$ cat src/rtl/core/imr_pkg.sv
// shared types, constants and field codes of the icmp reply matcher
`timescale 1ns / 1ps

package imr_pkg;

   localparam int MaxPacket   = 1024;
   localparam int CountWidth  = $clog2(MaxPacket + 1);
   localparam int SumWidth    = (CountWidth > 8) ? CountWidth : 8;
   localparam int HdrLenWidth = 6;

   localparam int CsrIndexWidth = 8;
   localparam int CsrDataWidth  = 16;

   localparam logic [CsrIndexWidth-1:0] CsrProbeIdent = CsrIndexWidth'(0);
   localparam logic [CsrIndexWidth-1:0] CsrProbeSeq   = CsrIndexWidth'(1);

   localparam logic [SumWidth-1:0] MinHdrLen     = SumWidth'(20);
   localparam logic [SumWidth-1:0] IcmpHdrLen    = SumWidth'(8);
   localparam logic [SumWidth-1:0] ProtoOffset   = SumWidth'(9);
   localparam logic [SumWidth-1:0] IdOffset      = SumWidth'(4);
   localparam logic [SumWidth-1:0] SeqOffset     = SumWidth'(6);
   localparam logic [SumWidth-1:0] SrcAddrFirst  = SumWidth'(12);
   localparam logic [SumWidth-1:0] SrcAddrLast   = SumWidth'(15);

   localparam logic [7:0] TypeEchoReply    = 8'd0;
   localparam logic [7:0] TypeUnreachable  = 8'd3;
   localparam logic [7:0] TypeTimeExceeded = 8'd11;
   localparam logic [7:0] ProtoIcmp        = 8'd1;

   localparam logic [2:0] VerdictMalformed    = 3'd0;
   localparam logic [2:0] VerdictOtherType    = 3'd1;
   localparam logic [2:0] VerdictNotOurs      = 3'd2;
   localparam logic [2:0] VerdictEchoReply    = 3'd3;
   localparam logic [2:0] VerdictTimeExceeded = 3'd4;
   localparam logic [2:0] VerdictUnreachable  = 3'd5;

   typedef struct packed {
      logic [CountWidth-1:0]  count;
      logic [HdrLenWidth-1:0] outer_hdr_len;
      logic [7:0]             msg_type;
      logic [7:0]             msg_code;
      logic [15:0]            reply_id;
      logic [15:0]            reply_seq;
      logic [HdrLenWidth-1:0] quoted_hdr_len;
      logic [7:0]             quoted_proto;
      logic [15:0]            quoted_id;
      logic [15:0]            quoted_seq;
      logic [31:0]            source_addr;
   } imr_packet_type;

   typedef struct packed {
      logic [31:0] reporter_addr;
      logic [7:0]  icmp_code;
      logic        ends_path;
      logic [2:0]  verdict;
   } imr_result_type;

   localparam int ResultWidth  = $bits(imr_result_type);
   localparam int RspDataWidth = ((ResultWidth + 7) / 8) * 8;

endpackage

$ cat src/rtl/core/icmp_reply_matcher.sv
// path: a last byte passes the input register, then the snapshot, then the output register that holds the result
// throughput: one byte per cycle while the input is not stalled, results buffered in a snapshot and an output register
// stall: input stalls only when a last byte meets a full snapshot and output register
// reset: synchronous, clears probe registers, capture state and all valid flags
// top level of the icmp reply matcher
`timescale 1ns / 1ps

module icmp_reply_matcher import imr_pkg::*; (
   input  logic                     clock,
   input  logic                     reset,
   input  logic                     req_tvalid,
   output logic                     req_tready,
   input  logic [7:0]               req_tdata,   // data_byte
   input  logic                     req_tlast,
   output logic                     rsp_tvalid,
   input  logic                     rsp_tready,
   output logic [RspDataWidth-1:0]  rsp_tdata,   // verdict, ends_path, icmp_code, reporter_addr
   input  logic                     csr_valid,
   output logic                     csr_ready,
   input  logic [CsrIndexWidth-1:0] csr_index,
   input  logic [CsrDataWidth-1:0]  csr_data
);

   logic [15:0]    probe_ident_ff, probe_ident_in;
   logic [15:0]    probe_seq_ff, probe_seq_in;
   logic           snap_valid, snap_ready;
   imr_packet_type snap;

   assign csr_ready = 1'b1;

   always_comb begin
      probe_ident_in = probe_ident_ff;
      probe_seq_in   = probe_seq_ff;
      if (csr_valid) begin
         case (csr_index)
            CsrProbeIdent: probe_ident_in = csr_data[15:0];
            CsrProbeSeq:   probe_seq_in   = csr_data[15:0];
            default: ;
         endcase
      end
   end

   always_ff @(posedge clock) begin
      if (reset) begin
         probe_ident_ff <= '0;
         probe_seq_ff   <= '0;
      end else begin
         probe_ident_ff <= probe_ident_in;
         probe_seq_ff   <= probe_seq_in;
      end
   end

   imr_capture u_capture (
      .clock      (clock),
      .reset      (reset),
      .req_tvalid (req_tvalid),
      .req_tready (req_tready),
      .req_tdata  (req_tdata),
      .req_tlast  (req_tlast),
      .snap_valid (snap_valid),
      .snap_ready (snap_ready),
      .snap       (snap)
   );

   imr_judge u_judge (
      .clock       (clock),
      .reset       (reset),
      .snap_valid  (snap_valid),
      .snap_ready  (snap_ready),
      .snap        (snap),
      .probe_ident (probe_ident_ff),
      .probe_seq   (probe_seq_ff),
      .rsp_tvalid  (rsp_tvalid),
      .rsp_tready  (rsp_tready),
      .rsp_tdata   (rsp_tdata)
   );

endmodule

$ cat src/rtl/core/imr_capture.sv
// input register and per-byte field capture, snapshot of a finished packet
`timescale 1ns / 1ps

module imr_capture import imr_pkg::*; (
   input  logic           clock,
   input  logic           reset,
   input  logic           req_tvalid,
   output logic           req_tready,
   input  logic [7:0]     req_tdata,
   input  logic           req_tlast,
   output logic           snap_valid,
   input  logic           snap_ready,
   output imr_packet_type snap
);

   logic           s1_valid_ff, s1_valid_in;
   logic [7:0]     s1_byte_ff;
   logic           s1_last_ff;
   imr_packet_type pkt_ff, pkt_in, pkt_next;
   logic           snap_valid_ff, snap_valid_in;
   imr_packet_type snap_ff;
   logic           snap_free, s1_fire, req_fire;
   logic [SumWidth-1:0] pos, ihl, q, qb;

   assign snap_free  = !snap_valid_ff || snap_ready;
   assign s1_fire    = s1_valid_ff && (!s1_last_ff || snap_free);
   assign req_tready = !s1_valid_ff || s1_fire;
   assign req_fire   = req_tvalid && req_tready;
   assign snap_valid = snap_valid_ff;
   assign snap       = snap_ff;

   // field capture at fixed and header-relative offsets
   always_comb begin
      pkt_next = pkt_ff;
      pos      = SumWidth'(pkt_ff.count);
      ihl      = '0;
      q        = '0;
      qb       = '0;
      if (pkt_ff.count < CountWidth'(MaxPacket)) begin
         pkt_next.count = pkt_ff.count + CountWidth'(1);
         if (pos == '0) begin
            pkt_next.outer_hdr_len = {s1_byte_ff[3:0], 2'b00};
         end
         if (pos >= SrcAddrFirst && pos <= SrcAddrLast) begin
            pkt_next.source_addr = {pkt_ff.source_addr[23:0], s1_byte_ff};
         end
         ihl = SumWidth'(pkt_next.outer_hdr_len);
         if (pos == ihl) begin
            pkt_next.msg_type = s1_byte_ff;
         end
         if (pos == ihl + SumWidth'(1)) begin
            pkt_next.msg_code = s1_byte_ff;
         end
         if (pos == ihl + IdOffset) begin
            pkt_next.reply_id[15:8] = s1_byte_ff;
         end
         if (pos == ihl + IdOffset + SumWidth'(1)) begin
            pkt_next.reply_id[7:0] = s1_byte_ff;
         end
         if (pos == ihl + SeqOffset) begin
            pkt_next.reply_seq[15:8] = s1_byte_ff;
         end
         if (pos == ihl + SeqOffset + SumWidth'(1)) begin
            pkt_next.reply_seq[7:0] = s1_byte_ff;
         end
         q = ihl + IcmpHdrLen;
         if (pos == q) begin
            pkt_next.quoted_hdr_len = {s1_byte_ff[3:0], 2'b00};
         end
         if (pos == q + ProtoOffset) begin
            pkt_next.quoted_proto = s1_byte_ff;
         end
         qb = q + SumWidth'(pkt_ff.quoted_hdr_len);
         if (pos == qb + IdOffset) begin
            pkt_next.quoted_id[15:8] = s1_byte_ff;
         end
         if (pos == qb + IdOffset + SumWidth'(1)) begin
            pkt_next.quoted_id[7:0] = s1_byte_ff;
         end
         if (pos == qb + SeqOffset) begin
            pkt_next.quoted_seq[15:8] = s1_byte_ff;
         end
         if (pos == qb + SeqOffset + SumWidth'(1)) begin
            pkt_next.quoted_seq[7:0] = s1_byte_ff;
         end
      end
   end

   always_comb begin
      s1_valid_in   = s1_valid_ff;
      pkt_in        = pkt_ff;
      snap_valid_in = snap_valid_ff;
      if (snap_valid_ff && snap_ready) begin
         snap_valid_in = 1'b0;
      end
      if (s1_fire) begin
         s1_valid_in = 1'b0;
         if (s1_last_ff) begin
            pkt_in        = '0;
            snap_valid_in = 1'b1;
         end else begin
            pkt_in = pkt_next;
         end
      end
      if (req_fire) begin
         s1_valid_in = 1'b1;
      end
   end

   always_ff @(posedge clock) begin
      if (reset) begin
         s1_valid_ff   <= 1'b0;
         pkt_ff        <= '0;
         snap_valid_ff <= 1'b0;
      end else begin
         s1_valid_ff   <= s1_valid_in;
         pkt_ff        <= pkt_in;
         snap_valid_ff <= snap_valid_in;
      end
   end

   always_ff @(posedge clock) begin
      if (req_fire) begin
         s1_byte_ff <= req_tdata;
         s1_last_ff <= req_tlast;
      end
      if (s1_fire && s1_last_ff) begin
         snap_ff <= pkt_next;
      end
   end

   a_count_bounded: assert property (@(posedge clock) disable iff (reset)
      pkt_ff.count <= CountWidth'(MaxPacket))
      else $error("byte count beyond packet limit");

   a_clear_after_last: assert property (@(posedge clock) disable iff (reset)
      s1_fire && s1_last_ff |=> pkt_ff.count == '0)
      else $error("capture state not cleared after last byte");

   a_snap_nonempty: assert property (@(posedge clock) disable iff (reset)
      snap_valid_ff |-> snap_ff.count != '0)
      else $error("snapshot of an empty packet");

endmodule

$ cat src/rtl/core/imr_judge.sv
// length, type and probe match checks on a packet snapshot, verdict into the result register
`timescale 1ns / 1ps

module imr_judge import imr_pkg::*; (
   input  logic                    clock,
   input  logic                    reset,
   input  logic                    snap_valid,
   output logic                    snap_ready,
   input  imr_packet_type          snap,
   input  logic [15:0]             probe_ident,
   input  logic [15:0]             probe_seq,
   output logic                    rsp_tvalid,
   input  logic                    rsp_tready,
   output logic [RspDataWidth-1:0] rsp_tdata
);

   logic           rsp_valid_ff, rsp_valid_in;
   imr_result_type rsp_ff, result;
   logic [2:0]     verdict;
   logic [SumWidth-1:0] n, ihl, qihl;
   logic           snap_fire;

   assign snap_ready = !rsp_valid_ff || rsp_tready;
   assign snap_fire  = snap_valid && snap_ready;
   assign rsp_tvalid = rsp_valid_ff;
   assign rsp_tdata  = RspDataWidth'(rsp_ff);

   always_comb begin
      n       = SumWidth'(snap.count);
      ihl     = SumWidth'(snap.outer_hdr_len);
      qihl    = SumWidth'(snap.quoted_hdr_len);
      verdict = VerdictOtherType;
      if (ihl < MinHdrLen || n < ihl + IcmpHdrLen) begin
         verdict = VerdictMalformed;
      end else if (snap.msg_type == TypeEchoReply) begin
         if (snap.reply_id != probe_ident || snap.reply_seq != probe_seq) begin
            verdict = VerdictNotOurs;
         end else begin
            verdict = VerdictEchoReply;
         end
      end else if (snap.msg_type == TypeTimeExceeded || snap.msg_type == TypeUnreachable) begin
         if (n < ihl + IcmpHdrLen + MinHdrLen || qihl < MinHdrLen
             || n < ihl + IcmpHdrLen + qihl + IcmpHdrLen) begin
            verdict = VerdictMalformed;
         end else if (snap.quoted_proto != ProtoIcmp) begin
            verdict = VerdictNotOurs;
         end else if (snap.quoted_id != probe_ident || snap.quoted_seq != probe_seq) begin
            verdict = VerdictNotOurs;
         end else if (snap.msg_type == TypeUnreachable) begin
            verdict = VerdictUnreachable;
         end else begin
            verdict = VerdictTimeExceeded;
         end
      end
      result.verdict       = verdict;
      result.ends_path     = (verdict == VerdictEchoReply) || (verdict == VerdictUnreachable);
      result.icmp_code     = snap.msg_code;
      result.reporter_addr = snap.source_addr;
   end

   always_comb begin
      rsp_valid_in = rsp_valid_ff;
      if (rsp_valid_ff && rsp_tready) begin
         rsp_valid_in = 1'b0;
      end
      if (snap_fire) begin
         rsp_valid_in = 1'b1;
      end
   end

   always_ff @(posedge clock) begin
      if (reset) begin
         rsp_valid_ff <= 1'b0;
      end else begin
         rsp_valid_ff <= rsp_valid_in;
      end
   end

   always_ff @(posedge clock) begin
      if (snap_fire) begin
         rsp_ff <= result;
      end
   end

   a_verdict_range: assert property (@(posedge clock) disable iff (reset)
      rsp_valid_ff |-> rsp_ff.verdict <= VerdictUnreachable)
      else $error("verdict code out of range");

   a_ends_path: assert property (@(posedge clock) disable iff (reset)
      rsp_valid_ff |-> rsp_ff.ends_path ==
         (rsp_ff.verdict == VerdictEchoReply || rsp_ff.verdict == VerdictUnreachable))
      else $error("path end flag disagrees with verdict");

   a_snap_to_rsp: assert property (@(posedge clock) disable iff (reset)
      snap_fire |=> rsp_valid_ff)
      else $error("snapshot taken but no result registered");

endmodule
$ cat config.mk
export PLATFORM = sky130hd
export DESIGN_NAME = icmp_reply_matcher
export DESIGN_NICKNAME = d
export VERILOG_FILES = /design/src/rtl/core/imr_pkg.sv /design/src/rtl/core/icmp_reply_matcher.sv /design/src/rtl/core/imr_capture.sv /design/src/rtl/core/imr_judge.sv
export SDC_FILE = /design/constraint.sdc
export NUM_CORES = 1
export LEC_CHECK = 0
export ABC_AREA = 1
export CAP_MARGIN = 20
export CORE_ASPECT_RATIO = 0.8
export CORE_UTILIZATION = 50
export CTS_CLUSTER_DIAMETER = 150
export DETAILED_ROUTE_END_ITERATION = 16
export DONT_BUFFER_PORTS = 1
export RECOVER_POWER = 25
export SLEW_MARGIN = 5
export SYNTH_ARGS = -nofsm -noshare
export SYNTH_HDL_FRONTEND = slang
export SYNTH_HIERARCHICAL = 1
export SYNTH_SLANG_ARGS = --single-unit
$ cat constraint.sdc
create_clock -name clock -period 10 [get_ports clock]
set_clock_uncertainty 0.1 [all_clocks]
set_input_delay 1.5 -clock clock [delete_from_list [all_inputs] [get_ports clock]]
set_output_delay 1.5 -clock clock [all_outputs]
set_load 0.1 [all_outputs]
==> impl_results.md, run 1 <==
* Run status: finished, violations left
* Violated checks: capacitance limit, slew limit
* Via count of the first global-routing pass at 13881
* Number of buffers added by the clock tree synthesis step at 39
* Residual DRC count at 0
* Number of antenna violations at the first check in global routing at 0
* Ratio of total power to cell area at 161 mW/mm^2
* Maximum Capacitance Violations at 2
* Slack of the worst reg-to-reg path at 4.43 ns
* Syn Std Cell Area at 0.0195 sq mm
* Remaining antenna violation count after routing at 0
* First-pass iteration count of the detailed router at 5
* Final antenna diode count at 0
* Detail Placement HPWL at 36000 um
* Rel. slew slack at -109%
* Fraction of the cycle the final worst path needs at 55.7%
* Total routing usage reported by global routing at 26.1%
* Launching element type of the critical path: flip-flop
* Fmax at 180 MHz
* Largest fanout on the critical path at 10
* Portion of netlist area occupied by mux cells at 1.38%
* Worst-Skew Late Latency at 0.55 ns
* CTS tree: yes
* Hold-critical path endpoint: u_judge/rsp_tdata[26]
* Placement Rows at 64
* CTS hold repair buffers at 0
* Layout Area Growth over Synthesis at 7.36%
* Terminus of the critical flop-to-flop path: u_capture/snap[35]
* Pin count of the biggest net entering global routing at 143
* Non-filler cells in the finished layout at 2797
* Mean instance size in the synthesized netlist at 8.47 sq um
* Number of fill cells in the layout at 3505
* Dominant combinational cell family by area after synthesis: simple AND/OR/NAND/NOR gates
* Dominant cell type by area after synthesis: edfxtp_1
* Number of library cell types mapped by synthesis at 60
* Post-synthesis share of cell area spent on xor and xnor gates at 4.57%
* Cell at the root of the clock tree: clkbuf_16
* Average routed wire per standard cell at 18.6 um
* Vertical extent of the die at 179 um
* Final-stage net count at 2374
* Leakage component of the power at 8.34 nW
* Total Negative Setup Slacks at 0 ns
* Adder-cell share of the synthesized area at 4.13%
* Crit Path Category: flip-flop to flip-flop
* Simple-gate share of the synthesized area at 26.3%
* Routed via count at 15014
* Area fraction in compound gates after synthesis at 8.00%
* Number of flops mapped to enable cells by yosys at 196
* Number of endpoints with negative hold slack in the final report at 0
* Final WL at 52000 um
* Setup Fix Bufs, Post-CTS at 0
* Area of the multi-input gates at 0.00868 sq mm
* Total grt overflow at 0
* Fin crit period at 5.57 ns
* Setup-failing EPs final at 0
* R2R Path Start: u_capture/pos[1]
* Synth Warn # at 6
* Number of instances in the synthesized netlist at 2308
* Max-slew violation count at 86
* #FFs+latches synth at 374
* Source of the worst hold timing path: u_capture/snap[14]
* Die outline area at 0.0399 sq mm
* Die width at 223 um
* Hold Path Cell Cnt at 0
* Sequential cell area at 0.00945 sq mm
* Fraction of post-synthesis cell area in the top cell type by area at 30.1%
* RSZ-0062 raised after global routing: false
* Htree depth at 2
* Number of port buffers at 0
* Worst hold path type: flip-flop to flip-flop
* Leading cell types by total area after synthesis: edfxtp_1, dfxtp_1, nand2_1
* Share of layout cells above drive strength 1 at 9.34%
* Number of top-level pins at 89
* Floorplan Core Area at 0.0384 sq mm
* Slew @ Worst Pin at 3.14 ns
* Number of DRC markers in iteration 0 at 1272
* Seq/Total Area, Yosys at 48.3%
* Depth of the most critical reg-to-reg path at 27
* Peak supply drop at 135 uV
* Data arrival time at the worst-slack endpoint at 5.77 ns
* Most frequently used flop master after synthesis: edfxtp_1
* Post-DR vias/cell at 5.37
* Reg clk slew, reported paths at 0.06 ns
* Required time worst endpoint at 10.20 ns
* Placer's final routability congestion estimate at 0.922
* Effective utilization at floorplan at 51.0%
* Clock sink total at 374
* Instance count after placement with tap cells included at 2724
* Count of instances resized after the clock tree is built at 0
* Maximum number of buffers from clock root to sink at 3
* Async SR Flop Fraction at 0%
* Sort of element at the end of the critical path: flip-flop
* Wire length of the first global-routing pass at 79100 um
per-stage QoR:
step	total power, mW	instance area, sq um	hold slack, ns	worst slack [ns]	util (%)
after global placement	2.01	19800	0.302	5.10	51.6
after floorplan	1.94	19600	0.300	4.63	-
after global routing	3.51	21000	0.321	3.90	54.7
after CTS	3.42	21000	0.317	4.94	54.8
after detailed placement	2.01	19800	0.305	4.97	51.6
final	3.39	21000	0.317	4.43	54.7
placed cells by master (no fill, tap or decap), types with 5 or more instances in the layout:
cell and instances:
nand3_4 5, nor2_2 14, clkbuf_16 39, o21ai_1 9, a21oi_1 184, nand2_1 617, or2_2 5, nand3_2 9
and2_1 26, o21ai_0 52, nor2_4 16, buf_4 8, xnor2_1 54, o21a_1 9, xor2_1 43, nor3_1 12
clkbuf_8 5, nand4_1 20, nor4_1 5, nand2_4 7, conb_1 5, ha_1 63, clkbuf_1 14, nor2_1 187
clkinv_1 5, nand3_1 154, inv_2 14, nand2_2 35, mux2_2 23, inv_1 225, o211ai_1 12, dfxtp_1 178
edfxtp_1 196
where the power goes:
part | internal [mW] | leakage, nW | total [mW] | switching [mW]
logic | 0.0779 | 4.41 | 0.297 | 0.220
clock network | 0.793 | 0.595 | 1.41 | 0.613
registers | 1.63 | 3.34 | 1.68 | 0.0487
sequential cells by signal, indices dropped and copies added, names as in the netlist, 8 cells and up:
signal and count:
u_capture/s1_byte_ff 8, u_capture/pkt_ff 132, probe_ident_ff 16, u_judge/rsp_tdata 44, probe_seq_ff 16, u_capture/snap 143
u_capture/pos 11
worst max path at each step:
stage,cells past startpoint,to,slack [ns],start
after floorplan,8,u_capture/snap[0],4.63,rsp_tready
after global placement,27,u_capture/snap[45],5.10,u_capture/pos[1]
after detailed placement,29,u_capture/pkt_ff[47],4.97,u_capture/pos[1]
after CTS,29,u_capture/pkt_ff[47],4.94,u_capture/pos[1]
after global routing,28,u_capture/pkt_ff[41],3.90,u_capture/pos[1]
final,27,u_capture/snap[35],4.43,u_capture/pos[1]
area by class of cell:
cell class,count,share of cell area [%]
repair buffers,12,0.417
inverters,242,4.36
clock inverters,15,0.680
flip-flops and latches,374,45.0
clock buffers,56,5.19
multi-input cells,1603,41.4
well taps,495,2.95
critical path, cell delays in order (launching register included):
cell and delay [ns]:
dfxtp_1 0.43, inv_1 0.16, ha_1 0.20, nand2_4 0.06, nor2_1 0.31, nand2_1 0.45, nand2_1 0.51, nand2_2 0.12
nand2_1 0.10, inv_1 0.05, ha_1 0.18, inv_1 0.07, nand2_1 0.07, nand2_1 0.08, nand2_1 0.11, inv_1 0.19
ha_1 0.30, xor2_1 0.18, xor2_1 0.18, a2111oi_0 0.38, nand2_1 0.11, nor2_1 0.10, nand2_1 0.07, nor2_2 0.11
nand3_2 0.10, nor2_4 0.26, nand3_1 0.14, and2_1 0.22
routing by layer:
metal | vias to the layer above | wire (um) | track usage, %
li1 | 7450 | - | -
met1 | 7095 | 25600 | 38.4
met2 | 413 | 21600 | 38.8
met3 | 56 | 3930 | 6.21
met4 | 0 | 851 | 6.01
met5 | - | 0 | 0
cells in the mapped netlist, types with 4 or more instances:
library cell  count
a21oi_1         185
and2_1           26
buf_1             4
buf_2            12
buf_4             9
buf_6            14
clkbuf_1         53
dfxtp_1         178
edfxtp_1        196
ha_1             63
inv_1           226
inv_2            14
mux2_2           24
nand2_1         614
nand2_2          36
nand2_4           8
nand3_1         154
nand3_2           9
nand3_4           5
nand4_1          20
nor2_1          188
nor2_2           13
nor2_4           15
nor3_1           12
nor4_1            5
o211ai_1         12
o21a_1            8
o21ai_0          52
o21ai_1          10
or2_2             5
xnor2_1          54
xor2_1           43
cell families (layout without fill, tap and decap cells):
logic type                 count (synthesis)  after routing
buffers and inverters                    334            325
other                                      2              5
adders and majority gates                 64             64
muxes                                     24             24
AOI/OAI and AO/OA                        286            286
DFF                                      374            374
xor gates and xnor gates                  99             99
and+or+nand+nor                         1125           1125
No activity file was read; power rests on OpenSTA's default activity.
==> run 2, diff against run 1 <==
--- a/config.mk
+++ b/config.mk
@@ -12,6 +12,7 @@
 export CTS_CLUSTER_DIAMETER = 150
 export DETAILED_ROUTE_END_ITERATION = 16
 export DONT_BUFFER_PORTS = 1
+export PLACE_DENSITY = 0.68
 export RECOVER_POWER = 25
 export SLEW_MARGIN = 5
 export SYNTH_ARGS = -nofsm -noshare
==> constraint.sdc (replaced) <==
create_clock -name clock -period 4.94 [get_ports clock]
set_clock_uncertainty 0.1 [all_clocks]
set_input_delay 0.741 -clock clock [delete_from_list [all_inputs] [get_ports clock]]
set_output_delay 0.741 -clock clock [all_outputs]
set_load 0.1 [all_outputs]
==> impl_results.md, run 2 (same netlist as run 1, synthesis figures left out) <==
* Crit Path Category: flip-flop to flip-flop
* Die outline area at 0.0399 sq mm (unchanged)
* Floorplan Core Area at 0.0384 sq mm (unchanged)
* Total Negative Setup Slacks at 0 ns (unchanged)
* Layout Area Growth over Synthesis at 8.22%
* Smallest setup slack after layout at 0.371 ns (-4.06 ns)
* Fin crit period at 4.57 ns (-1.00 ns)
* Reg clk slew, reported paths at 0.06 ns (about the same)
* Rel. slew slack at -53.3% (+56 points)
* Cell at the root of the clock tree: clkbuf_16
* Final WL at 49700 um (-4.5%)
* CTS tree: yes
* Ratio of total power to cell area at 324 mW/mm^2 (+100%)
* Clock sink total at 374 (unchanged)
* First-pass iteration count of the detailed router at 6 (+1)
* Slack of the worst reg-to-reg path at 0.37 ns (-4.06 ns)
* Final-stage net count at 2389 (+0.63%)
* Largest fanout on the critical path at 7 (-3)
* Fraction of the cycle the final worst path needs at 92.5% (+37 points)
* Setup-failing EPs final at 0 (unchanged)
* Worst Setup EP: u_capture/snap[37]
* Crit path max-delay family: simple AND/OR/NAND/NOR gates
* Number of port buffers at 0 (unchanged)
* Maximum Capacitance Violations at 2 (unchanged)
* Peak supply drop at 203 uV (+50%)
* Leakage component of the power at 8.44 nW (+1.2%)
* Flip-flop count of the largest register after layout at 143 (unchanged)
* Terminus of the critical flop-to-flop path: u_capture/snap[37]
* Critical path's slowest cell: dfxtp_1
* R2R Path Start: u_capture/pos[0]
* Data arrival time at the worst-slack endpoint at 4.76 ns (-1.01 ns)
* Remaining antenna violation count after routing at 0 (unchanged)
* Via count of the first global-routing pass at 14000 (+0.86%)
* Share of layout cells above drive strength 1 at 10.1% (+0.80 points)
* Post-DR vias/cell at 5.38 (+0.22%)
* Start point of the critical path: u_capture/pos[0]
* Depth of the most critical reg-to-reg path at 29 (+7.4%)
* Vertical extent of the die at 179 um (unchanged)
* Crit. path cell count at 29 (+7.4%)
* Run status: finished, violations left
* Total routing usage reported by global routing at 25.1% (-1.0 points)
* Placer's final routability congestion estimate at 0.992 (+7.6%)
* Number of fill cells in the layout at 3417 (-2.5%)
* Crit path buffers/inverters at 6 (+2)
* Number of buffers added by the clock tree synthesis step at 38 (-2.6%)
* Residual DRC count at 0 (unchanged)
* Most frequent standard cell in the layout excluding fill and tap cells: nand2_1
* Number of top-level pins at 89 (unchanged)
* Setup slack after placement at 0.247 ns (-4.72 ns)
* Most used cells in the layout excluding fill and tap cells: nand2_1, inv_1, edfxtp_1, nor2_1, a21oi_1
* Die width at 223 um (unchanged)
* Slew @ Worst Pin at 2.30 ns (-0.838 ns)
* Worst hold path type: input port to flip-flop
* Effective utilization at floorplan at 51.0% (unchanged)
* Wire length of the first global-routing pass at 77300 um (-2.4%)
* Final antenna diode count at 0 (unchanged)
* Fmax at 219 MHz (+22%)
* Sort of element at the end of the critical path: flip-flop
* Detail Placement HPWL at 34600 um (-4.1%)
* Routed via count at 15127 (+0.75%)
* Placement Rows at 64 (unchanged)
* Worst-Skew Late Latency at 0.53 ns (-0.02 ns)
* Max incr delay on CP at 0.35 ns (-0.16 ns)
* Number of antenna violations at the first check in global routing at 0 (unchanged)
* Max-slew violation count at 59 (-31%)
* Average routed wire per standard cell at 17.7 um (-5.0%)
* Crit path top cell by count: nand2_1
* Htree depth at 2 (unchanged)
* Violated checks: capacitance limit, slew limit
* RSZ-0062 raised after global routing: false
* Total grt overflow at 0 (unchanged)
* Number of endpoints with negative hold slack in the final report at 0 (unchanged)
* Maximum number of buffers from clock root to sink at 3 (unchanged)
* Number of DRC markers in iteration 0 at 1324 (+4.1%)
* Required time worst endpoint at 5.13 ns (-5.07 ns)
* Pin count of the biggest net entering global routing at 143 (unchanged)
* Launching element type of the critical path: flip-flop
-- run 2: cell count changes in the layout (fill, tap and decap cells not counted), sizes merged --
cell,delta
clkbuf,-2
buf,+14
nor2,+1
bufinv,+2
-- run 2: timing repair --
action                                  4_1_cts  5_1_grt
hold buffers                                  0        0
endpoints found under the setup margin        0       32
resized for setup                             0        4
buffers inserted                              0        3
endpoints found under the hold margin         0        0
-- run 2: layout make-up --
cell class / instances / area [sq um] / share of cell area, %
Clock buffer: 53 / 1040 / 4.90
Clock inverter: 17 / 186 / 0.881
Inverter: 242 / 916 / 4.33
Multi-Input combinational cell: 1604 / 8730 / 41.3
Sequential cell: 374 / 9450 / 44.7
Tap cell: 495 / 619 / 2.93
Timing Repair Buffer: 27 / 215 / 1.02
-- run 2: per-stage QoR --
stage               utilization (%)  cell area (sq um)  std cells  power, mW  hold WS [ns]
floorplan                         -              19600       2311       3.93         0.300
global placement               51.9              19900       2737       4.06         0.302
detailed placement             51.9              19900       2737       4.07         0.305
CTS                            55.1              21100       2807       6.89         0.170
global route                   55.2              21200       2812       7.08         0.165
finish                         55.2              21200       2812       6.85         0.200
-- run 2: routing by layer --
metal	vias to the layer above	share of wire [%]	routed length, um	global-route usage (%)
li1	7457	-	-	-
met1	7124	47	23300	36.1
met2	481	43	21200	38.4
met3	65	8.5	4220	5.70
met4	0	2.0	998	5.89
met5	-	0	0	0
-- run 2: worst min path at each step --
| stage | start | end | slack (ns) | depth (start not counted) |
|---|---|---|---|---|
| global route | reset | u_capture/pkt_ff[100] | 0.17 | 1 |
| detailed placement | u_capture/snap[111] | u_judge/rsp_tdata[5] | 0.30 | 0 |
| floorplan | u_capture/snap[116] | u_judge/rsp_tdata[10] | 0.30 | 0 |
| CTS | reset | u_capture/pkt_ff[98] | 0.17 | 1 |
| finish | reset | u_capture/pkt_ff[93] | 0.20 | 1 |
| global placement | u_capture/snap[9] | u_judge/rsp_tdata[21] | 0.30 | 0 |
-- run 2: power by group --
part	leakage [nW]	switching, mW	internal, mW
Sequential	3.34	0.0980	3.31
Combinational	4.52	0.440	0.168
Clock	0.589	1.19	1.64
Total	8.44	1.73	5.11
